--- config.mk ---
export PLATFORM = sky130hd
export DESIGN_NAME = mle_wrap
export DESIGN_NICKNAME = d
export VERILOG_FILES = /design/src/rtl/core/mle_wrap.sv
export SDC_FILE = /design/constraint.sdc
export NUM_CORES = 1
export LEC_CHECK = 0
export BUFFER_PORTS_ARGS = -buffer_cell sky130_fd_sc_hd__buf_2
export CAP_MARGIN = 10
export CORE_UTILIZATION = 43
export CTS_BUF_LIST = sky130_fd_sc_hd__clkbuf_2 sky130_fd_sc_hd__clkbuf_4 sky130_fd_sc_hd__clkbuf_8
export DETAILED_ROUTE_END_ITERATION = 7
export PLACE_DENSITY = 0.87
export REMOVE_ABC_BUFFERS = 1
export SYNTH_ARGS = -nofsm -noshare
export SYNTH_HDL_FRONTEND = slang
export SYNTH_SLANG_ARGS = --single-unit
--- constraint.sdc ---
create_clock -name clk_i -period 0.85 [get_ports clk_i]
set_input_delay 0 -clock clk_i [delete_from_list [all_inputs] [get_ports clk_i]]
set_output_delay 0 -clock clk_i [all_outputs]
set_load 0.03 [all_outputs]
--- src/rtl/core/mle_wrap.sv ---
// mle_wrap: reduction of a 16-bit site index modulo SITES by reciprocal multiplication
// operand, quotient and remainder registered in turn; done rises with the remainder
// no package dependencies
`timescale 1ns / 1ps

module mle_wrap #(
  parameter int unsigned SITES = 4096
) (
  input  logic                     clk_i,
  input  logic                     rst_ni,
  input  logic                     start_i,
  input  logic [15:0]              value_i,
  output logic                     done_o,
  output logic [$clog2(SITES)-1:0] rem_o
);

  localparam int unsigned     SW      = $clog2(SITES);
  localparam int unsigned     SH      = 16 + SW;
  localparam longint unsigned RECIP   = ((64'd1 << SH) + 64'(SITES) - 64'd1) / 64'(SITES);
  localparam logic [16:0]     RECIP_W = 17'(RECIP);
  localparam logic [16:0]     SITES_W = 17'(SITES);

  logic          ld_q;
  logic          qv_q;
  logic          done_q;
  logic [15:0]   val_q;
  logic [15:0]   quo_q;
  logic [SW-1:0] rem_q;
  logic [32:0]   prod;
  logic [32:0]   back;

  // quotient estimate and its product with the modulus
  assign prod = 33'(val_q) * 33'(RECIP_W);
  assign back = 33'(quo_q) * 33'(SITES_W);

  // stage valids
  always_ff @(posedge clk_i or negedge rst_ni) begin
    if (!rst_ni) begin
      ld_q   <= 1'b0;
      qv_q   <= 1'b0;
      done_q <= 1'b0;
    end else begin
      ld_q   <= start_i;
      qv_q   <= ld_q;
      done_q <= qv_q;
    end
  end

  // operand, quotient and remainder
  always_ff @(posedge clk_i) begin
    if (start_i) val_q <= value_i;
    if (ld_q) quo_q <= 16'(prod >> SH);
    if (qv_q) rem_q <= SW'(33'(val_q) - back);
  end

  assign done_o = done_q;
  assign rem_o  = rem_q;

endmodule

==> results.py <==
metrics = {
    "die": {
        "start_util_pct": 46.1,
        "fp.dieW_um": 45.0,
        "die_area_um2": 2030,
        "die_h_um": 45.0,
        "num_rows": 15,
        "io-pin-count": 32,
        "core_area_um2": 1730,
    },
    "global_route": {
        "grt_use_total_pct": 13.9,
        "grt_max_degree": 17,
        "use_met1_pct": 14.6,
        "use_met2_pct": 24.6,
        "top_usage_layer": "met2",
        "grt_pass1_wl_mm": 1.83,
        "grt_pass1_vias": 432,
        "gr-total-overflow": 0,
        "antenna_found_initial": 0,
        "grt.met3_usage_pct": 3.20,
    },
    "setup_path": {
        "critPathTopFamily": "flip-flops",
        "cp.arrival_ns": 0.90,
        "path_class": "register to output port",
        "crit_path_max_incr_delay_ns": 0.43,
        "worstPathCellList": "buf_6",
        "required_ns": 0.85,
        "slowest_stage": "edfxtp_1",
        "end_kind": "output port",
        "path_max_fanout": 1,
        "path_buf_inv": 1,
        "start_kind": "register",
    },
    "logic_synthesis": {
        "yosysUniqueCellTypes": 2,
        "syn_inst": 27,
        "ys_warn_count": 0,
        "synth_seq_area_share_pct": 100,
        "syn_area_um2": 796,
        "syn_avg_cell_area_um2": 29.5,
        "synth-seq-cells": 27,
    },
    "outcome": {
        "failed_checks": "negative setup slack",
        "outcome": "complete, but fails checks",
    },
    "sta": {
        "post-route-min-period_ns": 0.901,
        "tightest_slew_ns": 0.272,
        "max_slew_margin_pct": 81.9,
        "setup_viol_count_final": 24,
        "skew_ns": 0.00636,
        "layout_worst_path_cycle_share_pct": 106,
        "slew_violations": 0,
        "fin_ws_ns": -0.0511,
        "hold_violations": 0,
        "max_freq_mhz": 1110,
        "rsz0062_at_grt": "true",
    },
    "clocking": {
        "clock_latency_ns": 0.32,
        "clockRootBuffer": "clkbuf_4",
        "h-tree-depth": 1,
        "cts_tree": "built",
        "clkTransAtPathRegs_ns": 0.14,
        "clock_path_buffers": 2,
        "clkSinkCount": 27,
        "cts_inserted_buffers": 3,
    },
    "layout": {
        "multi_input_gates": 0,
        "final_common_cell": "edfxtp_1",
        "nets": 95,
        "final_cell_mix": "edfxtp_1 (24), dlygate4sd3_1 (15), buf_2 (14)",
        "multi_input_area_um2": 0,
        "n_antenna_cell": 0,
        "stdcell_count": 100,
        "drive_gt1_share_pct": 45.3,
        "syn_to_final_growth_pct": 59.6,
    },
    "placed_design": {
        "gp_congestion": 0.647,
        "hpwl_um": 673,
        "numPlacedInstances": 80,
        "io_buffers": 27,
    },
    "min_path": {
        "min_path_type": "register to register",
    },
    "routing": {
        "drt_wl_total_mm": 1.25,
        "vias": 426,
        "postRouteAntennaNets": 0,
        "drc": 0,
        "drt_iter0_drc": 7,
        "first_pass_iters": 4,
        "viasPerCell": 4.26,
        "wl_per_cell_um": 12.5,
    },
    "power": {
        "power_mw": 2.42,
        "power_leakage_nw": 0.501,
        "ir_drop_v": 0.00138,
        "power_per_cell_area_nw_per_um2": 1910,
    },
    "job": {
        "maxCapViolCount": 0,
    },
}
[logic make-up after synthesis]
family      Yosys count  synth area share (%)
flip-flops           27                   100
[where the power goes]
group | internal [mW] | switching [mW]
registers | 1.55 | 0.0382
clock network | 0.180 | 0.357
logic | 0.158 | 0.135
total | 1.89 | 0.530
[timing repair]
action | in CTS | in global routing
hold buffers | 15 | 0
hold endpoints to repair | 16 | 0
resized for setup | 26 | 1
cloned | 0 | 1
buffers inserted | 0 | 0
endpoints found under the setup margin | 13 | 25
[final cells by class]
class,instances,area [um^2]
clock buffers,3,22.5
fillers,109,457
clock inverters,1,7.51
well taps,25,31.3
repair buffers,44,412
flip-flops and latches,27,797
[synth_stat cells]
cell / instances / area (um^2)
edfxtp_1: 24 / 721
dfrtp_1: 3 / 75.1
[flip-flops by register name (all words and copies together), names as in the netlist]
signal  flops
rem_o      12
val_q      12
done_o      1
ld_q        1
qv_q        1
[worst paths after layout]
kind / start / endpoint / slack [ns] / cells past startpoint
max: rem_o[0] / rem_o[0] / -0.05 / 1
min in group asynchronous: rst_ni / qv_q / 0.54 / 3
max reg2reg: qv_q / rem_o[11] / -0.03 / 1
min reg2reg: ld_q / qv_q / 0.37 / 0
max in group asynchronous: rst_ni / qv_q / 0.16 / 3
min: ld_q / qv_q / 0.37 / 0
[metrics by stage]
step | utilization, % | TNS [ns] | setup WS, ns | area, um^2 | hold slack (ns)
3_5_place_dp | 56.9 | 0 | 0.0217 | 982 | -0.203
2_1_floorplan | - | -0.529 | -0.0441 | 796 | -0.296
5_1_grt | 73.6 | -1.08 | -0.0823 | 1270 | 0.375
3_3_place_gp | 56.9 | 0 | 0.0516 | 982 | -0.203
6_report | 73.6 | -0.574 | -0.0511 | 1270 | 0.372
4_1_cts | 72.0 | -0.522 | -0.0662 | 1240 | 0.364
[per-layer routing]
layer / share of wire, % / vias up
met2: 57 / 23
met4: 0 / 0
li1: - / 203
met1: 37 / 200
met5: 0 / -
met3: 5.6 / 0
No activity file was read; power rests on OpenSTA's default activity.
